===== config.mk =====
export PLATFORM = sky130hd
export DESIGN_NAME = oef_div
export DESIGN_NICKNAME = d
export VERILOG_FILES = /design/src/rtl/oef_pkg.sv /design/src/rtl/oef_div.sv
export SDC_FILE = /design/constraint.sdc
export NUM_CORES = 1
export LEC_CHECK = 0
export ABC_CLOCK_PERIOD_IN_PS = 2600
export BUFFER_PORTS_ARGS = -buffer_cell sky130_fd_sc_hd__buf_2
export CAP_MARGIN = 20
export CORE_UTILIZATION = 50
export DETAILED_ROUTE_END_ITERATION = 6
export PLACE_DENSITY = 0.82
export SETUP_SLACK_MARGIN = 0.1
export SLEW_MARGIN = 20
export SYNTH_ARGS = -nofsm -noshare
export SYNTH_HDL_FRONTEND = slang
export SYNTH_SLANG_ARGS = --single-unit
export TNS_END_PERCENT = 1

===== constraint.sdc =====
create_clock -name clk_i -period 2.6 [get_ports clk_i]
set_input_delay 0.26 -clock clk_i [delete_from_list [all_inputs] [get_ports clk_i]]
set_output_delay 0.26 -clock clk_i [all_outputs]
set_load 0.005 [all_outputs]

===== src/rtl/oef_pkg.sv =====
// Shared constants and types for the one euro filter.
package oef_pkg;

  localparam int OEF_CHANNELS = 32;
  localparam int OEF_CH_W     = 5;
  localparam int OEF_DATA_W   = 32;
  localparam int OEF_RATE_W   = 12;
  localparam int OEF_CFG_W    = 16;
  localparam int OEF_CFG_IDX_W = 2;

  localparam int OEF_W_W     = 19;
  localparam int OEF_DEN_W   = 21;
  localparam int OEF_NUM_W   = 36;
  localparam int OEF_QUOT_W  = 17;
  localparam int OEF_CNT_W   = 5;

  localparam logic [19:0] OEF_TWO_PI = 20'd411775;

  localparam logic [OEF_RATE_W-1:0] OEF_RATE_RST  = 12'd60;
  localparam logic [OEF_CFG_W-1:0]  OEF_MINC_RST  = 16'd256;
  localparam logic [OEF_CFG_W-1:0]  OEF_GAIN_RST  = 16'd0;
  localparam logic [OEF_CFG_W-1:0]  OEF_DCUT_RST  = 16'd256;

  typedef enum logic [OEF_CFG_IDX_W-1:0] {
    REG_RATE = 2'd0,
    REG_MINC = 2'd1,
    REG_GAIN = 2'd2,
    REG_DCUT = 2'd3
  } oef_reg_e;

  typedef struct packed {
    logic signed [OEF_DATA_W-1:0] last_raw;
    logic signed [OEF_DATA_W-1:0] delta;
    logic signed [OEF_DATA_W-1:0] filtered;
  } oef_entry_t;

endpackage


===== src/rtl/oef_div.sv =====
// Radix-2 restoring divider that forms the smoothing factor quotient.
module oef_div import oef_pkg::*; (
  input  logic                  clk_i,
  input  logic                  rst_ni,
  input  logic                  start_i,
  input  logic [OEF_NUM_W-1:0]  num_i,
  input  logic [OEF_DEN_W-1:0]  den_i,
  output logic                  done_o,
  output logic [OEF_QUOT_W-1:0] quot_o
);

  logic                  busy_q, busy_d;
  logic                  done_q, done_d;
  logic [OEF_CNT_W-1:0]  cnt_q, cnt_d;
  logic [OEF_DEN_W-1:0]  rem_q, rem_d;
  logic [OEF_DEN_W-1:0]  den_q, den_d;
  logic [OEF_QUOT_W-1:0] sh_q, sh_d;
  logic [OEF_DEN_W:0]    trial;
  logic                  ge;

  assign trial = {rem_q, sh_q[OEF_QUOT_W-1]};
  assign ge    = trial >= {1'b0, den_q};

  always_comb begin
    busy_d = busy_q;
    done_d = 1'b0;
    cnt_d  = cnt_q;
    rem_d  = rem_q;
    den_d  = den_q;
    sh_d   = sh_q;
    if (start_i) begin
      busy_d = 1'b1;
      cnt_d  = OEF_CNT_W'(OEF_QUOT_W);
      rem_d  = OEF_DEN_W'(num_i[OEF_NUM_W-1:OEF_QUOT_W]);
      sh_d   = num_i[OEF_QUOT_W-1:0];
      den_d  = den_i;
    end else if (busy_q) begin
      rem_d = ge ? OEF_DEN_W'(trial - {1'b0, den_q}) : trial[OEF_DEN_W-1:0];
      sh_d  = {sh_q[OEF_QUOT_W-2:0], ge};
      cnt_d = cnt_q - OEF_CNT_W'(1);
      if (cnt_q == OEF_CNT_W'(1)) begin
        busy_d = 1'b0;
        done_d = 1'b1;
      end
    end
  end

  always_ff @(posedge clk_i or negedge rst_ni) begin
    if (!rst_ni) begin
      busy_q <= 1'b0;
      done_q <= 1'b0;
      cnt_q  <= '0;
    end else begin
      busy_q <= busy_d;
      done_q <= done_d;
      cnt_q  <= cnt_d;
    end
  end

  always_ff @(posedge clk_i) begin
    rem_q <= rem_d;
    den_q <= den_d;
    sh_q  <= sh_d;
  end

  assign done_o = done_q;
  assign quot_o = sh_q;

endmodule


== After elaboration in Yosys (flattened, before gate mapping) ==
Index checks and enable logic that the tools add are counted.
Word-level totals
  flip-flop bits (word level): 66
  input bits: 60
  output and inout bits: 18
Operators by class
  $add $sub $neg: 2
  $lt $le $gt $ge: 1
  eq/ne operators: 1
  muxes and demuxes: 13
  reduce and logical (&&, ||, !) cells: 1
Operators by type and width (count)
  $mux 19: 2
  $mux 17: 2
  $ge 22x21->1: 1
  $mux 21: 1
  $sub 21x21->21: 1
  $mux 5: 2
  $mux 1: 6
  $eq 5x1->1 const B: 1
  $sub 5x1->5 const B: 1
  $reduce_bool 2->1: 1

== Logic depth before layout (Yosys ltp) ==
Gate-level depths: netlist of run 1.
  depth after elaboration: 4
  mapped depth: 13
  depth with buffers taken out: 11

== Least setup slack after synthesis of run 1 ==
No wires, ideal clock.
  path kind: reg2reg
  from: register sh_q[16] (netlist: quot_o[16])
  to: register rem_q[8] (data pin)
  data arrival time: 2.522 ns
  data required time: 2.340 ns
  path slack: -0.181 ns
  cell stages (with the launch flop): 11
  buffers on the path: 0
  path through: edfxtp_1 > inv_1 > ha_1 > inv_1 > fa_1 > a21o_1 > a221oi_1 > o21ai_0 > xor2_1 > mux2_2 > mux2_2
Between the ends
  longest elaborated chain between the ends: 4
  elaborated cells between the ends (all ways): 5
RTL lines
  from (decl): line oef_div.sv:17  | logic [OEF_QUOT_W-1:0] sh_q, sh_d;
  from (signal assigned): line oef_div.sv:63  | sh_q <= sh_d;
  $sub 21x21->21 / $ge 22x21->1 (equally long branches): line oef_div.sv:38, oef_div.sv:22
  $mux 21 *: line oef_div.sv:38  | rem_d = ge ? OEF_DEN_W'(trial - {1'b0, den_q}) : trial[OEF_DEN_W-1:0];
  $mux 19 *: line oef_div.sv:37  | end else if (busy_q) begin
  $mux 19 *: line oef_div.sv:31  | if (start_i) begin
  net rem_d[8]: line oef_div.sv:15  | logic [OEF_DEN_W-1:0] rem_q, rem_d;
  to (signal assigned): line oef_div.sv:61  | rem_q <= rem_d;
  to (decl): line oef_div.sv:15
The timed path passes the listed nets; every way through them passes the cells marked *. The select of a mux whose other input is x is not followed.
A chain may end at the register's enable or synchronous reset.

== Worst setup path in the final report of run 1 ==
  from: register sh_q[16] (netlist: quot_o[16])
  to: register rem_q[10] (data pin)
Same word-level chain as after synthesis.

==> impl_metrics.toml, run 1 <==
[run_status]
status = "complete, but fails checks"
violations = "setup timing"

[pwr]
powerDensity_nw_per_um2 = 1184
clockPowerShare_pct = 13.8
finalPower_mw = 6.082
seq_power_share_pct = 28.6
p_comb_share_pct = 57.6
p_int_mw = 3.806
irDropWorstVdd_v = 0.0006004
sw_frac_of_total_pct = 37.42
switching_power_mw = 2.276
p_leak_nw = 2.273

[detailed_routing]
wirelength_um = 9130
drt_first_pass_iters = 5
viasPerCell = 5.547
vias = 3212
drtIter0Drc = 191
antenna_left = 0
wl_per_cell_um = 15.77
route.detailed.drc = 0

[clock_network]
cts_buffers = 9
htreeDepth = 3
cts_tree = "yes"
clk_pin_slew_ps = 80
clkLatencyLatePin_ps = 350
root_buffer = "clkbuf_8"
clock_sinks = 66
cts.path.max_buffers = 2

[logic_synthesis]
ys.flop_type = "edfxtp_1"
synth-edff-count = 57
ys_seq_elements = 66
synthArstFlopShare_pct = 10.61
synth_area_per_cell_um2 = 11.56
synth_commonest_cells = "edfxtp_1 (57), mux2_2 (38), inv_1 (29)"
synth.most_common_cell = "edfxtp_1"
yosysWarnings = 0
synth_top_area_cell = "edfxtp_1"
synth_cell_types = 63
syn_inst = 351
synthTopCellsByArea = "edfxtp_1 (42%), mux2_2 (11%), ha_1 (7.1%), dfrtp_1 (4.3%), a21oi_1 (2.7%)"
synth_top_area_share_pct = 42.18
synth_area_um2 = 4058
syn_nets = 435
yosysSeqAreaShare_pct = 47.49

[global_route]
grt_max_degree = 36
track_usage_pct = 22.26
gr-total-overflow = 0
grt_first_pass_wirelength_um = 14620
grt_pass1_vias = 3206
antenna_found_initial = 0

[job]
cap_violations = 0

[worst_setup_path]
required_ps = 2700
critPathKind = "flop to flop"
startpoint_type = "flop"
crit_path_max_fanout = 4
worstPathArrival_ps = 2880
crit_path_end_kind = "flop"

[floorplanning]
die_area_um2 = 8480
die_h_um = 92.09
num_rows = 32
core_area_um2 = 7807
die_w_um = 92.09
ioPinCount = 78
start_util_pct = 51.97

[finish]
drive_gt1_share_pct = 41.93
final_nets = 556
diodes = 0
fill_cells = 591
layout-area-overhead-vs-synth_pct = 26.55
final_cell_count_no_fill = 579

[sta]
max_freq_mhz = 360.2
finalSetupViolCount = 15
slew_headroom_pct = 72.41
worst_pin_slew_ps = 413.8
period_share_pct = 106.8
setup_ws_ps = -176.3
finalCriticalPeriod_ps = 2776
grt_setup_unrepaired = "true"
hold_ws_ps = 79.62
finalClockSkew_ps = 12.71
fin_setup_tns_ps = -1583
hold_viol = 0
drv_slew = 0

[placed_design]
portBuffers = 77
dpl.hpwl_um = 6708
gp_congestion = 0.8738
place_inst = 562

[hold_path]
hold_path_class = "input pin to flop"
[repair_timing]
item	CTS	global route
pin swaps	2	1
hold buffers	1	0
endpoints found under the hold margin	7	0
resized for setup	9	8
setup buffers	0	0
setup endpoints to repair	22	22
[metrics by stage]
| step | area (µm²) | util (%) | worst slack, ps |
|---|---|---|---|
| finish | 5135 | 65.77 | -176.3 |
| global route | 5135 | 65.77 | -299.1 |
| CTS | 5097 | 65.29 | -167.7 |
| detailed placement | 4848 | 62.10 | -236.8 |
| global placement | 4848 | 62.10 | -165.7 |
| floorplan | 4071 | - | -94.31 |
[cells by family (layout without fill, tap and decap cells)]
family,Yosys count,in the layout,share of synthesized area (%)
multiplexers,43,43,11.78
adder cells (fa/ha/maj),24,24,7.586
AO/OA/AOI/OAI,79,79,14.00
buffers and inverters,42,168,5.118
XOR/XNOR,21,21,4.533
AND/OR/NAND/NOR,76,76,9.498
flip-flops,66,66,47.49
[final timing paths]
| kind | start | endpoint | slack, ps | cells past startpoint |
|---|---|---|---|---|
| min reg2reg | rem_q[19]$_SDFFE_PP0P_ | rem_q[20]$_SDFFE_PP0P_ | 530 | 2 |
| max | quot_o[16]$_DFFE_PP_ | rem_q[10]$_DFFE_PP_ | -180 | 11 |
| min in group asynchronous | rst_ni | cnt_q[0]$_DFFE_PN0P_ | 280 | 2 |
| max reg2reg | quot_o[16]$_DFFE_PP_ | rem_q[10]$_DFFE_PP_ | -180 | 11 |
| min | den_i[16] | den_q[16]$_DFFE_PP_ | 80 | 1 |
| max in group asynchronous | rst_ni | cnt_q[4]$_DFFE_PN0P_ | 2150 | 2 |
[sequential cells by signal, indices dropped and copies added, names as in the netlist]
signal  count
busy_q      1
cnt_q       5
den_q      21
done_o      1
quot_o     17
rem_q      21
[critical path: stages, from the launching register on]
cell and delay (ps):
edfxtp_1 410, inv_2 80, ha_1 150, inv_1 50
fa_2 350, a21o_1 190, buf_4 150, a221oi_4 290
o211ai_1 160, xor2_1 160, mux2_2 270, mux2_2 260
[area by class of cell]
| type | count | area (µm²) | share of cell area, % |
|---|---|---|---|
| clock buffers | 11 | 131.4 | 2.558 |
| clock inverters | 5 | 55.05 | 1.072 |
| flip-flops and latches | 66 | 1927 | 37.52 |
| multi-input cells | 243 | 2019 | 39.33 |
| repair buffers | 123 | 765.7 | 14.91 |
| well taps | 102 | 127.6 | 2.485 |
| inverters | 29 | 108.9 | 2.120 |
[metal layers]
layer	vias to the layer above	routed length, µm	global-route usage (%)
met2	145	4317	36.63
met1	1491	3938	28.22
met3	34	625	5.721
met4	0	248	8.203
met5	-	0	0
li1	1542	-	-
[power by group through the flow]
| stage | Combinational [mW] | Clock (mW) | Sequential, mW |
|---|---|---|---|
| global route | 3.80 | 0.891 | 1.78 |
| CTS | 3.37 | 0.851 | 1.73 |
| global placement | 3.16 | 0 | 1.73 |
| detailed placement | 3.25 | 0 | 1.74 |
| floorplan | 2.23 | 0 | 1.69 |
| finish | 3.50 | 0.839 | 1.74 |
[placed cells by master (no fill, tap or decap), types with 5 or more instances in the layout]
master | synthesis | routed
a21o_1 | 6 | 6
a21oi_1 | 22 | 19
buf_2 | 1 | 77
buf_4 | 1 | 41
clkbuf_8 | 0 | 9
dfrtp_1 | 7 | 7
edfxtp_1 | 57 | 57
ha_1 | 23 | 21
inv_1 | 29 | 28
mux2_2 | 38 | 38
nand2_1 | 20 | 20
nand3_1 | 5 | 5
nor2_1 | 16 | 16
nor2b_1 | 5 | 5
nor3_1 | 6 | 5
o21ai_0 | 10 | 10
xnor2_1 | 12 | 12
xor2_1 | 9 | 9
Power figures use the tool's default switching activity.
==> run 2, diff against run 1 <==
--- a/config.mk
+++ b/config.mk
@@ -8,9 +8,9 @@
 export ABC_CLOCK_PERIOD_IN_PS = 2600
 export BUFFER_PORTS_ARGS = -buffer_cell sky130_fd_sc_hd__buf_2
 export CAP_MARGIN = 20
-export CORE_UTILIZATION = 50
+export CORE_UTILIZATION = 45
 export DETAILED_ROUTE_END_ITERATION = 6
-export PLACE_DENSITY = 0.82
+export PLACE_DENSITY = 0.76
 export SETUP_SLACK_MARGIN = 0.1
 export SLEW_MARGIN = 20
 export SYNTH_ARGS = -nofsm -noshare
==> impl_metrics.toml, run 2 (synthesized netlist as in run 1, its figures left out) <==
[worst_setup_path]
startpoint_type = "flop"
crit_path_end_kind = "flop"
worstPathArrival_ps = 2940
critPathKind = "flop to flop"
r2r_cells = 11
required_ps = 2700
crit_path_max_fanout = 4

[clock_network]
clk_pin_slew_ps = 90
htreeDepth = 3
cts_buffers = 9
cts.path.max_buffers = 2
clkLatencyLatePin_ps = 350
clock_sinks = 66
root_buffer = "clkbuf_8"
cts_tree = "yes"

[placed_design]
portBuffers = 77
gp_congestion = 0.8639
dpl.hpwl_um = 7164
place_inst = 573

[sta]
slew_headroom_pct = 65.66
drv_slew = 0
setup_ws_ps = -242.6
worst_pin_slew_ps = 515.1
finalCriticalPeriod_ps = 2843
finalSetupViolCount = 17
grt_setup_unrepaired = "true"
finalClockSkew_ps = 18.89
period_share_pct = 109.3
hold_viol = 0
max_freq_mhz = 351.8

[hold_path]
holdPathStages = 1
hold_path_class = "input pin to flop"

[floorplanning]
ioPinCount = 78
core_area_um2 = 8721
num_rows = 34
die_area_um2 = 9400
die_w_um = 96.96
die_h_um = 96.96
start_util_pct = 46.53

[detailed_routing]
antenna_left = 0
route.detailed.drc = 0
vias = 3247
wl_per_cell_um = 16.80
viasPerCell = 5.494
drtIter0Drc = 265
wirelength_um = 9927
drt_first_pass_iters = 5

[finish]
multi_input_area_um2 = 2131
final_nets = 562
regArea_um2 = 1927
final_cell_count_no_fill = 591
drive_gt1_share_pct = 45.76
fill_cells = 657
final_common_cell = "buf_2"
mostFrequentLayoutCells = "buf_2 (77), edfxtp_1 (57), buf_4 (49)"
layout-area-overhead-vs-synth_pct = 29.91
diodes = 0

[global_route]
grt_max_degree = 37
antenna_found_initial = 0
grt_first_pass_wirelength_um = 15430
gr-total-overflow = 0
grt_pass1_vias = 3262
track_usage_pct = 20.68

[run_status]
violations = "setup timing"
status = "complete, but fails checks"

[pwr]
p_leak_nw = 2.301
powerDensity_nw_per_um2 = 1197
finalPower_mw = 6.309
irDropWorstVdd_v = 0.0005687

[job]
cap_violations = 0
==> run 2: changes by cell type in the layout (fill, tap and decap cells not counted), sizes merged <==
cell / change
buf: +6
bufinv: -1
clkbuf: -2
clkinv: -1
clkinvlp: +1
inv: +3
==> run 2: worst max-delay path, cell delays in order (launching register included) <==
cell      delay (ps)
edfxtp_1         410
inv_2             90
ha_4             130
inv_2             40
fa_2             350
a21o_1           210
buf_6            120
a221oi_4         320
o211ai_1         190
xor2_1           190
mux2_4           270
mux2_4           270
==> run 2: layout make-up <==
class,instances,area share (%)
timing repair buffer,129,15.07
multi-input combinational,243,40.42
clock inverter,7,0.9732
inverter,29,2.065
tap,108,2.563
clock buffer,9,2.350
sequential,66,36.55
==> run 2: power breakdown <==
group	switching (mW)	internal, mW	leakage [nW]
registers	0.225	1.54	0.687
logic	1.80	1.95	1.53
clock network	0.445	0.352	0.0864
==> run 2: per-layer routing <==
metal	wire (µm)	part of all wire (%)	track usage, %	vias to the layer above
met3	524	5.3	4.769	12
met5	0	0	0	-
met2	4997	50	35.48	128
met1	4241	43	25.36	1550
li1	-	-	-	1557
met4	163	1.6	7.463	0
==> run 2: worst paths after layout <==
kind                                         to                  from  slack [ps]
min in group asynchronous      busy_q$_DFF_PN0_                rst_ni         280
min reg2reg                cnt_q[4]$_DFFE_PN0P_  cnt_q[4]$_DFFE_PN0P_         550
max in group asynchronous      done_o$_DFF_PN0_                rst_ni        2160
max                         rem_q[10]$_DFFE_PP_  quot_o[16]$_DFFE_PP_        -240
max reg2reg                 rem_q[10]$_DFFE_PP_  quot_o[16]$_DFFE_PP_        -240
min                         den_q[16]$_DFFE_PP_             den_i[16]          80
==> run 2: through the flow <==
stage               instance area, µm²  utilization, %  hold WS, ps  TNS, ps  setup WS [ps]
detailed placement                4881           55.97        98.36    -3633         -354.4
CTS                               5131           58.84        63.73    -1702         -168.3
finish                            5271           60.44        78.93    -2046         -242.6
global placement                  4881           55.97        98.48    -2329         -167.2
global route                      5271           60.44        61.29    -3249         -291.2
floorplan                         4071               -       -35.59   -848.8         -94.31
==> run 2: timing repair <==
action                     CTS  global route
buffers inserted             0             1
gates resized for setup     13            22
gates cloned                 0             0
hold buffers                 1             0
hold endpoints to repair     7             0
setup endpoints to repair   22            22
pin swaps                    4             9
